`config.mk`:
```
export PLATFORM = sky130hd
export DESIGN_NAME = credit_ordered_run_queue
export DESIGN_NICKNAME = d
export VERILOG_FILES = /design/src/corq_pkg.sv /design/src/corq_ram.sv /design/src/credit_ordered_run_queue.sv
export SDC_FILE = /design/constraint.sdc
export NUM_CORES = 2
export LEC_CHECK = 0
export BUFFER_PORTS_ARGS = -buffer_cell sky130_fd_sc_hd__buf_4
export CAP_MARGIN = 20
export CELL_PAD_IN_SITES_DETAIL_PLACEMENT = 1
export CELL_PAD_IN_SITES_GLOBAL_PLACEMENT = 1
export CORE_MARGIN = 2
export CORE_UTILIZATION = 39
export CTS_CLUSTER_DIAMETER = 80
export DETAILED_ROUTE_END_ITERATION = 10
export PLACE_DENSITY_LB_ADDON = 0.1
export REMOVE_ABC_BUFFERS = 1
export SYNTH_ARGS = -nofsm -noshare
export SYNTH_HDL_FRONTEND = slang
export SYNTH_SLANG_ARGS = --single-unit
```
`constraint.sdc`:
```
create_clock -name clk -period 4.1 [get_ports clk]
set_input_delay 0.205 -clock clk [delete_from_list [all_inputs] [get_ports clk]]
set_output_delay 0.205 -clock clk [all_outputs]
set_load 0.01 [all_outputs]
```
`src/corq_pkg.sv`:
```
// shared constants and codes for the credit ordered run queue
package corq_pkg;

  localparam int MAX_TASKS = 64;
  localparam int PRIO_BITS = 8;
  localparam int ID_SPACE  = 64;

  localparam int ID_W   = $clog2(ID_SPACE);
  localparam int ADDR_W = $clog2(MAX_TASKS);
  localparam int CNT_W  = $clog2(MAX_TASKS + 1);

  typedef enum logic [1:0] {
    FN_ADD    = 2'd0,
    FN_REMOVE = 2'd1,
    FN_TICK   = 2'd2,
    FN_NONE   = 2'd3
  } func_t;

  typedef enum logic [1:0] {
    ST_OK        = 2'd0,
    ST_EMPTY     = 2'd1,
    ST_FULL      = 2'd2,
    ST_NOT_FOUND = 2'd3
  } status_t;

endpackage

```
`src/corq_ram.sv`:
```
// simple dual port ram, one write port and one registered read port
module corq_ram #(
  parameter int WIDTH = 8,
  parameter int DEPTH = 64
) (
  input  logic                     clk,
  input  logic                     we,
  input  logic [$clog2(DEPTH)-1:0] waddr,
  input  logic [WIDTH-1:0]         wdata,
  input  logic [$clog2(DEPTH)-1:0] raddr,
  output logic [WIDTH-1:0]         rdata
);

  logic [WIDTH-1:0] mem [DEPTH];

  always_ff @(posedge clk) begin
    if (we) begin
      mem[waddr] <= wdata;
    end
    rdata <= mem[raddr];
  end

endmodule

```
`src/credit_ordered_run_queue.sv`:
```
// Run queue of task ids ordered by credit, with per-task priority and credit.
// An item is taken when start is high and busy is low; busy stays high until
// the operation is done, and the result is shown for exactly one cycle with
// out_valid high, in the same cycle in which busy drops. The receiver cannot
// stall, so it must take the result in that cycle. One operation walks the
// queue through the single read port of the order memory and of the credit
// memory: an add steps ADD_ORD, ADD_CRED, ADD_CMP per entry it passes and
// ADD_SHIFT, ADD_SHIFT_WR per entry it shifts, a remove REM_ORD, REM_CMP then
// REM_SHIFT, REM_SHIFT_WR, a tick TICK_ORD, TICK_CRED, TICK_CMP per entry.
module credit_ordered_run_queue
  import corq_pkg::*;
(
  input  logic       clk,
  input  logic       rst_n,
  input  logic       start,
  output logic       busy,
  input  logic [1:0] in_func,
  input  logic [5:0] in_task_id,
  input  logic [7:0] in_task_priority,
  output logic       out_valid,
  output logic [5:0] out_head_task,
  output logic       out_switched,
  output logic [6:0] out_queue_count,
  output logic [1:0] out_status
);

  typedef enum logic [3:0] {
    S_IDLE,
    S_ADD_ORD,
    S_ADD_CRED,
    S_ADD_CMP,
    S_ADD_SHIFT,
    S_ADD_SHIFT_WR,
    S_REM_ORD,
    S_REM_CMP,
    S_REM_SHIFT,
    S_REM_SHIFT_WR,
    S_TICK_PRIO,
    S_TICK_ORD,
    S_TICK_CRED,
    S_TICK_CMP,
    S_FIN
  } state_t;

  state_t               state_r;
  func_t                func_r;
  status_t              status_r;
  logic [CNT_W-1:0]     count_r;
  logic [CNT_W-1:0]     idx_r;
  logic [ID_W-1:0]      id_r;
  logic [PRIO_BITS-1:0] prio_r;
  logic [ID_W-1:0]      carry_r;
  logic [ID_W-1:0]      t_r;
  logic [ID_W-1:0]      cur_r;
  logic [PRIO_BITS-1:0] cur_cred_r;
  logic [ID_W-1:0]      head_r;
  logic [ID_W-1:0]      old_head_r;

  logic                 out_valid_r;
  logic [5:0]           out_head_r;
  logic                 out_switched_r;
  logic [6:0]           out_count_r;
  status_t              out_status_r;

  // memory ports
  logic                 ord_we;
  logic [ADDR_W-1:0]    ord_waddr;
  logic [ID_W-1:0]      ord_wdata;
  logic [ADDR_W-1:0]    ord_raddr;
  logic [ID_W-1:0]      ord_q;
  logic                 cred_we;
  logic [ID_W-1:0]      cred_waddr;
  logic [PRIO_BITS-1:0] cred_wdata;
  logic [ID_W-1:0]      cred_raddr;
  logic [PRIO_BITS-1:0] cred_q;
  logic                 prio_we;
  logic [ID_W-1:0]      prio_raddr;
  logic [PRIO_BITS-1:0] prio_q;

  logic [PRIO_BITS-1:0] in_prio;
  logic [CNT_W-1:0]     idx_p1;
  logic [CNT_W-1:0]     idx_m1;
  logic                 at_end;
  logic                 is_full;
  logic                 accept;
  logic                 add_found;
  logic                 tick_found;

  assign in_prio    = PRIO_BITS'(in_task_priority);
  assign idx_p1     = idx_r + CNT_W'(1);
  assign idx_m1     = idx_r - CNT_W'(1);
  assign at_end     = (idx_r == count_r);
  assign is_full    = (count_r == CNT_W'(MAX_TASKS));
  assign accept     = start && (state_r == S_IDLE);
  assign add_found  = (cred_q > prio_r);
  assign tick_found = (cred_q > cur_cred_r);

  corq_ram #(.WIDTH(ID_W), .DEPTH(MAX_TASKS)) u_order (
    .clk   (clk),
    .we    (ord_we),
    .waddr (ord_waddr),
    .wdata (ord_wdata),
    .raddr (ord_raddr),
    .rdata (ord_q)
  );

  corq_ram #(.WIDTH(PRIO_BITS), .DEPTH(ID_SPACE)) u_credit (
    .clk   (clk),
    .we    (cred_we),
    .waddr (cred_waddr),
    .wdata (cred_wdata),
    .raddr (cred_raddr),
    .rdata (cred_q)
  );

  corq_ram #(.WIDTH(PRIO_BITS), .DEPTH(ID_SPACE)) u_prio (
    .clk   (clk),
    .we    (prio_we),
    .waddr (in_task_id),
    .wdata (in_prio),
    .raddr (prio_raddr),
    .rdata (prio_q)
  );

  always_comb begin
    ord_we     = 1'b0;
    ord_waddr  = idx_r[ADDR_W-1:0];
    ord_wdata  = carry_r;
    ord_raddr  = idx_r[ADDR_W-1:0];
    cred_we    = 1'b0;
    cred_waddr = in_task_id;
    cred_wdata = in_prio;
    cred_raddr = ord_q;
    prio_we    = 1'b0;
    prio_raddr = head_r;
    case (state_r)
      S_IDLE: begin
        if (accept && func_t'(in_func) == FN_ADD && !is_full) begin
          cred_we = 1'b1;
          prio_we = 1'b1;
        end
      end
      S_ADD_ORD, S_ADD_SHIFT: begin
        ord_we = at_end;
      end
      S_ADD_CMP: begin
        ord_we = add_found;
      end
      S_ADD_SHIFT_WR: begin
        ord_we = 1'b1;
      end
      S_REM_SHIFT: begin
        ord_raddr = idx_p1[ADDR_W-1:0];
      end
      S_REM_SHIFT_WR: begin
        ord_we    = 1'b1;
        ord_wdata = ord_q;
      end
      S_TICK_PRIO: begin
        cred_we    = 1'b1;
        cred_waddr = cur_r;
        cred_wdata = prio_q;
      end
      S_TICK_ORD: begin
        ord_we    = at_end;
        ord_waddr = idx_m1[ADDR_W-1:0];
        ord_wdata = cur_r;
      end
      S_TICK_CMP: begin
        ord_we    = 1'b1;
        ord_waddr = idx_m1[ADDR_W-1:0];
        if (tick_found) begin
          ord_wdata  = cur_r;
          cred_we    = 1'b1;
          cred_waddr = t_r;
          cred_wdata = cred_q - PRIO_BITS'(1);
        end else begin
          ord_wdata = t_r;
        end
      end
      default: begin
      end
    endcase
  end

  always_ff @(posedge clk) begin
    if (!rst_n) begin
      state_r     <= S_IDLE;
      count_r     <= '0;
      out_valid_r <= 1'b0;
    end else begin
      out_valid_r <= 1'b0;
      // shadow copy of the queue head
      if (ord_we && ord_waddr == '0) begin
        head_r <= ord_wdata;
      end
      case (state_r)
        S_IDLE: begin
          if (accept) begin
            func_r     <= func_t'(in_func);
            id_r       <= in_task_id;
            prio_r     <= in_prio;
            carry_r    <= in_task_id;
            cur_r      <= head_r;
            old_head_r <= head_r;
            idx_r      <= '0;
            status_r   <= ST_OK;
            case (func_t'(in_func))
              FN_ADD: begin
                if (is_full) begin
                  status_r <= ST_FULL;
                  state_r  <= S_FIN;
                end else begin
                  state_r <= S_ADD_ORD;
                end
              end
              FN_REMOVE: begin
                state_r <= S_REM_ORD;
              end
              FN_TICK: begin
                if (count_r == '0) begin
                  status_r <= ST_EMPTY;
                  state_r  <= S_FIN;
                end else begin
                  idx_r   <= CNT_W'(1);
                  state_r <= S_TICK_PRIO;
                end
              end
              default: begin
                state_r <= S_FIN;
              end
            endcase
          end
        end
        S_ADD_ORD, S_ADD_SHIFT: begin
          if (at_end) begin
            count_r <= count_r + CNT_W'(1);
            state_r <= S_FIN;
          end else if (state_r == S_ADD_ORD) begin
            state_r <= S_ADD_CRED;
          end else begin
            state_r <= S_ADD_SHIFT_WR;
          end
        end
        S_ADD_CRED: begin
          t_r     <= ord_q;
          state_r <= S_ADD_CMP;
        end
        S_ADD_CMP: begin
          idx_r <= idx_p1;
          if (add_found) begin
            carry_r <= t_r;
            state_r <= S_ADD_SHIFT;
          end else begin
            state_r <= S_ADD_ORD;
          end
        end
        S_ADD_SHIFT_WR: begin
          carry_r <= ord_q;
          idx_r   <= idx_p1;
          state_r <= S_ADD_SHIFT;
        end
        S_REM_ORD: begin
          if (at_end) begin
            status_r <= ST_NOT_FOUND;
            state_r  <= S_FIN;
          end else begin
            state_r <= S_REM_CMP;
          end
        end
        S_REM_CMP: begin
          if (ord_q == id_r) begin
            state_r <= S_REM_SHIFT;
          end else begin
            idx_r   <= idx_p1;
            state_r <= S_REM_ORD;
          end
        end
        S_REM_SHIFT: begin
          if (idx_p1 == count_r) begin
            count_r <= count_r - CNT_W'(1);
            state_r <= S_FIN;
          end else begin
            state_r <= S_REM_SHIFT_WR;
          end
        end
        S_REM_SHIFT_WR: begin
          idx_r   <= idx_p1;
          state_r <= S_REM_SHIFT;
        end
        S_TICK_PRIO: begin
          cur_cred_r <= prio_q;
          state_r    <= S_TICK_ORD;
        end
        S_TICK_ORD: begin
          // no later entry qualified: old head already written at the tail
          if (at_end) begin
            state_r <= S_FIN;
          end else begin
            state_r <= S_TICK_CRED;
          end
        end
        S_TICK_CRED: begin
          t_r     <= ord_q;
          state_r <= S_TICK_CMP;
        end
        S_TICK_CMP: begin
          if (tick_found) begin
            state_r <= S_FIN;
          end else begin
            idx_r   <= idx_p1;
            state_r <= S_TICK_ORD;
          end
        end
        S_FIN: begin
          out_valid_r    <= 1'b1;
          out_head_r     <= (count_r == '0) ? '0 : head_r;
          out_switched_r <= (func_r == FN_TICK) && (status_r == ST_OK) &&
                            (head_r != old_head_r);
          out_count_r    <= 7'(count_r);
          out_status_r   <= status_r;
          state_r        <= S_IDLE;
        end
        default: begin
          state_r <= S_IDLE;
        end
      endcase
    end
  end

  assign busy            = (state_r != S_IDLE);
  assign out_valid       = out_valid_r;
  assign out_head_task   = out_head_r;
  assign out_switched    = out_switched_r;
  assign out_queue_count = out_count_r;
  assign out_status      = out_status_r;

  a_count_range: assert property (@(posedge clk) disable iff (!rst_n)
    count_r <= CNT_W'(MAX_TASKS))
    else $error("queue count above capacity");

  a_start_busy: assert property (@(posedge clk) disable iff (!rst_n)
    accept |=> busy)
    else $error("accepted item did not raise busy");

  a_result_after_fin: assert property (@(posedge clk) disable iff (!rst_n)
    out_valid |-> $past(state_r == S_FIN) && !busy)
    else $error("result strobe outside completion");

  a_full_status: assert property (@(posedge clk) disable iff (!rst_n)
    (out_valid && out_status == ST_FULL) |-> count_r == CNT_W'(MAX_TASKS))
    else $error("full status with room left");

  a_switch_ok: assert property (@(posedge clk) disable iff (!rst_n)
    (out_valid && out_switched) |-> out_status == ST_OK && out_queue_count != '0)
    else $error("switch flagged on failed or empty tick");

endmodule
```
==> flow_summary.json <==
{
  "start_kind": "flip-flop",
  "tns_ps": 0,
  "wl_per_cell_um": 29.6,
  "rsz0062_at_grt": "true",
  "postRouteAntennaNets": 0,
  "vias": 34552,
  "grt_pass1_vias": 36498,
  "syn_area_mm2": 0.0632,
  "crit_chain": "ha_1, nor2b_1, o211ai_1, a21o_1, a2111oi_2, buf_4, a22o_1, nor2_1, or3_1, buf_4, nor2_1, buf_4",
  "viasPerCell": 5.74,
  "worstPathMaxFanout": 8,
  "crit_start": "u_credit.rdata[1]",
  "yosys.cell_count.top_type": "edfxtp_1",
  "core_mm2": 0.161,
  "finalSetupViolations": 0,
  "fin_nets": 3774,
  "drive_gt1_share_pct": 25.9,
  "critPathSlowestCell": "or3_1",
  "synth_edf_count": 1481,
  "setup_slack_ps": 141,
  "power_density_mw_per_mm2": 589,
  "internal_power_mw": 30.8,
  "yosysWarnings": 0,
  "synthArstFlopShare_pct": 0,
  "hold_path.class": "primary input to flip-flop",
  "routabilityCongestion": 0.842,
  "r2r_end": "u_credit.mem[59][0]",
  "ios": 37,
  "syn_avg_cell_area_um2": 18.3,
  "cp.arrival_ps": 4450,
  "pre_cts_slack_ps": 122,
  "cp-end-kind": "flip-flop",
  "period_share_pct": 96.6,
  "hold_viol": 0,
  "die-width_um": 406,
  "clock_path_buffers": 3,
  "syn2layout_area_growth_pct": 16.5,
  "synth_seq_cells": 1515,
  "whs_ps": 52.5,
  "crit_required_ps": 4590,
  "cts_tree": "done",
  "synth.area.top_cells": "edfxtp_1 (70%), mux4_2 (14%), mux2i_1 (3.2%), o22ai_1 (2.0%), nor3_1 (1.4%)",
  "maxSlewViolCount": 0,
  "path_common_cell": "buf_4",
  "power.total_mw": 43.3,
  "grt_usage_pct": 21.9,
  "design_area_mm2": 0.0736,
  "placed_area_mm2": 0.0679,
  "p_sw_mw": 12.5,
  "crit_end": "u_credit.mem[59][0]",
  "period_minus_slack_ps": 3960,
  "grt_max_degree": 133,
  "clkLatencyLatePin_ps": 800,
  "totalWireLength_mm": 179,
  "num_rows": 147,
  "grt_first_pass_wirelength_mm": 262,
  "drt_first_pass_iters": 5,
  "cts_root_buf": "clkbuf_16",
  "ys.flop_type": "edfxtp_1",
  "worst-r2r-setup-slack_ps": 140,
  "synth_common_cells": "edfxtp_1 (1,481), mux4_2 (387), nor2_1 (227)",
  "ir_worst_vdd_mv": 0.518,
  "slowest_delay_ps": 680,
  "yosysTopAreaCellShare_pct": 70.4,
  "netlist_instances": 3452,
  "start_util_pct": 39.3,
  "path_class": "flip-flop to flip-flop",
  "grt-ovfl-total": 0,
  "cts_sinks": 1515,
  "drtIter0Drc": 2511,
  "fmax_ghz": 0.253,
  "yosysUniqueCellTypes": 69,
  "clkPwrFrac_pct": 34.8,
  "yosys.area.top_type": "edfxtp_1",
  "clock_skew_ps": 27.9,
  "fp.dieH_um": 406,
  "yosysSeqAreaShare_pct": 71.5,
  "power.leakage_nw": 23.8,
  "tightest_slew_ps": 1100,
  "antenna_found_initial": 8,
  "dp.final_hpwl_mm": 113,
  "cts_buffers": 163,
  "r2r_start": "u_credit.rdata[1]",
  "dieArea_mm2": 0.165,
  "status": "finished clean",
  "maxCapViolCount": 0,
  "htreeDepth": 4,
  "slew_headroom_pct": 26.8,
  "p_comb_share_pct": 23.0,
  "clk_pin_slew_worst_paths_ps": 60,
  "drc_errors": 0,
  "io_buffers": 36,
  "switching_share_pct": 28.8,
  "r2r.worst_path.cells": 12,
  "power_frac_seq_pct": 42.2
}
[flip-flops by register name, summed over array words and instances (netlist names), 4 cells and up]
signal,cells
u_order.rdata,6
out_head_task,6
count_r,7
prio_r,8
cur_cred_r,8
carry_r,6
u_order.mem,384
u_prio.rdata,8
id_r,6
out_queue_count,7
head_r,6
t_r,6
u_credit.mem,512
idx_r,7
state_r,4
old_head_r,6
u_prio.mem,512
u_credit.rdata,8
[area by class of cell]
cell class	instances	area, um2
Multi-Input combinational cell	1672	17100
Sequential cell	1515	45200
Inverter	33	125
Clock buffer	205	4320
Tap cell	2160	2700
Timing Repair Buffer	341	3050
Antenna cell	1	2.50
Clock inverter	96	1150
Fill cell	15110	87100
[cells in the final DEF (no fill, tap or decap), types with 26 or more instances in the layout]
master        n
edfxtp_1   1481
mux4_2      387
buf_4       288
nor2_1      219
mux2i_1     205
o22ai_1     200
nor3_1      181
clkbuf_16   165
nand2_1      82
clkbuf_1     36
a21oi_1      34
buf_12       34
inv_1        30
clkinv_2     30
dfxtp_1      30
xnor2_1      27
ha_1         27
o21ai_0      26
[how the worst min path moves through the flow]
stage                              endpoint  depth (start not counted)                 from
after floorplan                   func_r[0]                          0           in_func[0]
after global placement            func_r[1]                          1           in_func[1]
after detailed placement          func_r[0]                          1           in_func[0]
after CTS                 u_prio.mem[42][6]                          1  in_task_priority[6]
after global routing      u_prio.mem[62][6]                          1  in_task_priority[6]
final                     u_prio.mem[61][6]                          1  in_task_priority[6]
[logic make-up (layout without fill, tap and decap cells)]
| logic type | count (synthesis) | in the layout | synth area share, % |
|---|---|---|---|
| multiplexers | 592 | 592 | 17.0 |
| other | 0 | 1 | 0 |
| flip-flops | 1515 | 1515 | 71.5 |
| adder cells (fa/ha/maj) | 29 | 29 | 0.586 |
| buffers and inverters | 265 | 675 | 1.67 |
| XOR/XNOR | 45 | 45 | 0.624 |
| AND/OR/NAND/NOR | 634 | 634 | 4.72 |
| AO/OA/AOI/OAI | 372 | 372 | 3.87 |
[worst max-delay path: cells and delay by family, from the launching register on]
| family | cells | cell delay, ps |
|---|---|---|
| buf+inv | 3 | 780 |
| simple gates | 4 | 1080 |
| compound gates | 4 | 1090 |
| flops | 1 | 370 |
| fa+ha+maj | 1 | 320 |
[power groups by stage]
stage	logic (mW)	clock network [mW]	registers (mW)
floorplan	5.78	0	19.1
global placement	9.89	0	18.6
detailed placement	10.1	0	18.6
CTS	10.1	15.4	18.3
global route	10.6	16.0	18.3
finish	9.95	15.1	18.3
[routing by layer]
metal  part of all wire (%)  GRT usage [%]  vias to the layer above
met5                  0.015              0                        -
met4                    1.9           5.09                        4
met3                    4.7           3.29                      194
met2                     50           36.5                      933
met1                     44           30.3                    18627
li1                       -              -                    14794
[stage by stage]
step | utilization [%] | instances
6_report | 45.8 | 6023
5_1_grt | 45.8 | 6022
4_1_cts | 45.8 | 6020
3_5_place_dp | 42.3 | 5702
3_3_place_gp | 42.3 | 5702
2_1_floorplan | - | 3220
[repair_timing]
action,4_1_cts,5_1_grt
hold buffers,17,0
gates resized for setup,0,3
hold endpoints to repair,209,0
endpoints found under the setup margin,0,24
setup buffers,0,0
Note: power is estimated with default switching activity, not from simulation.
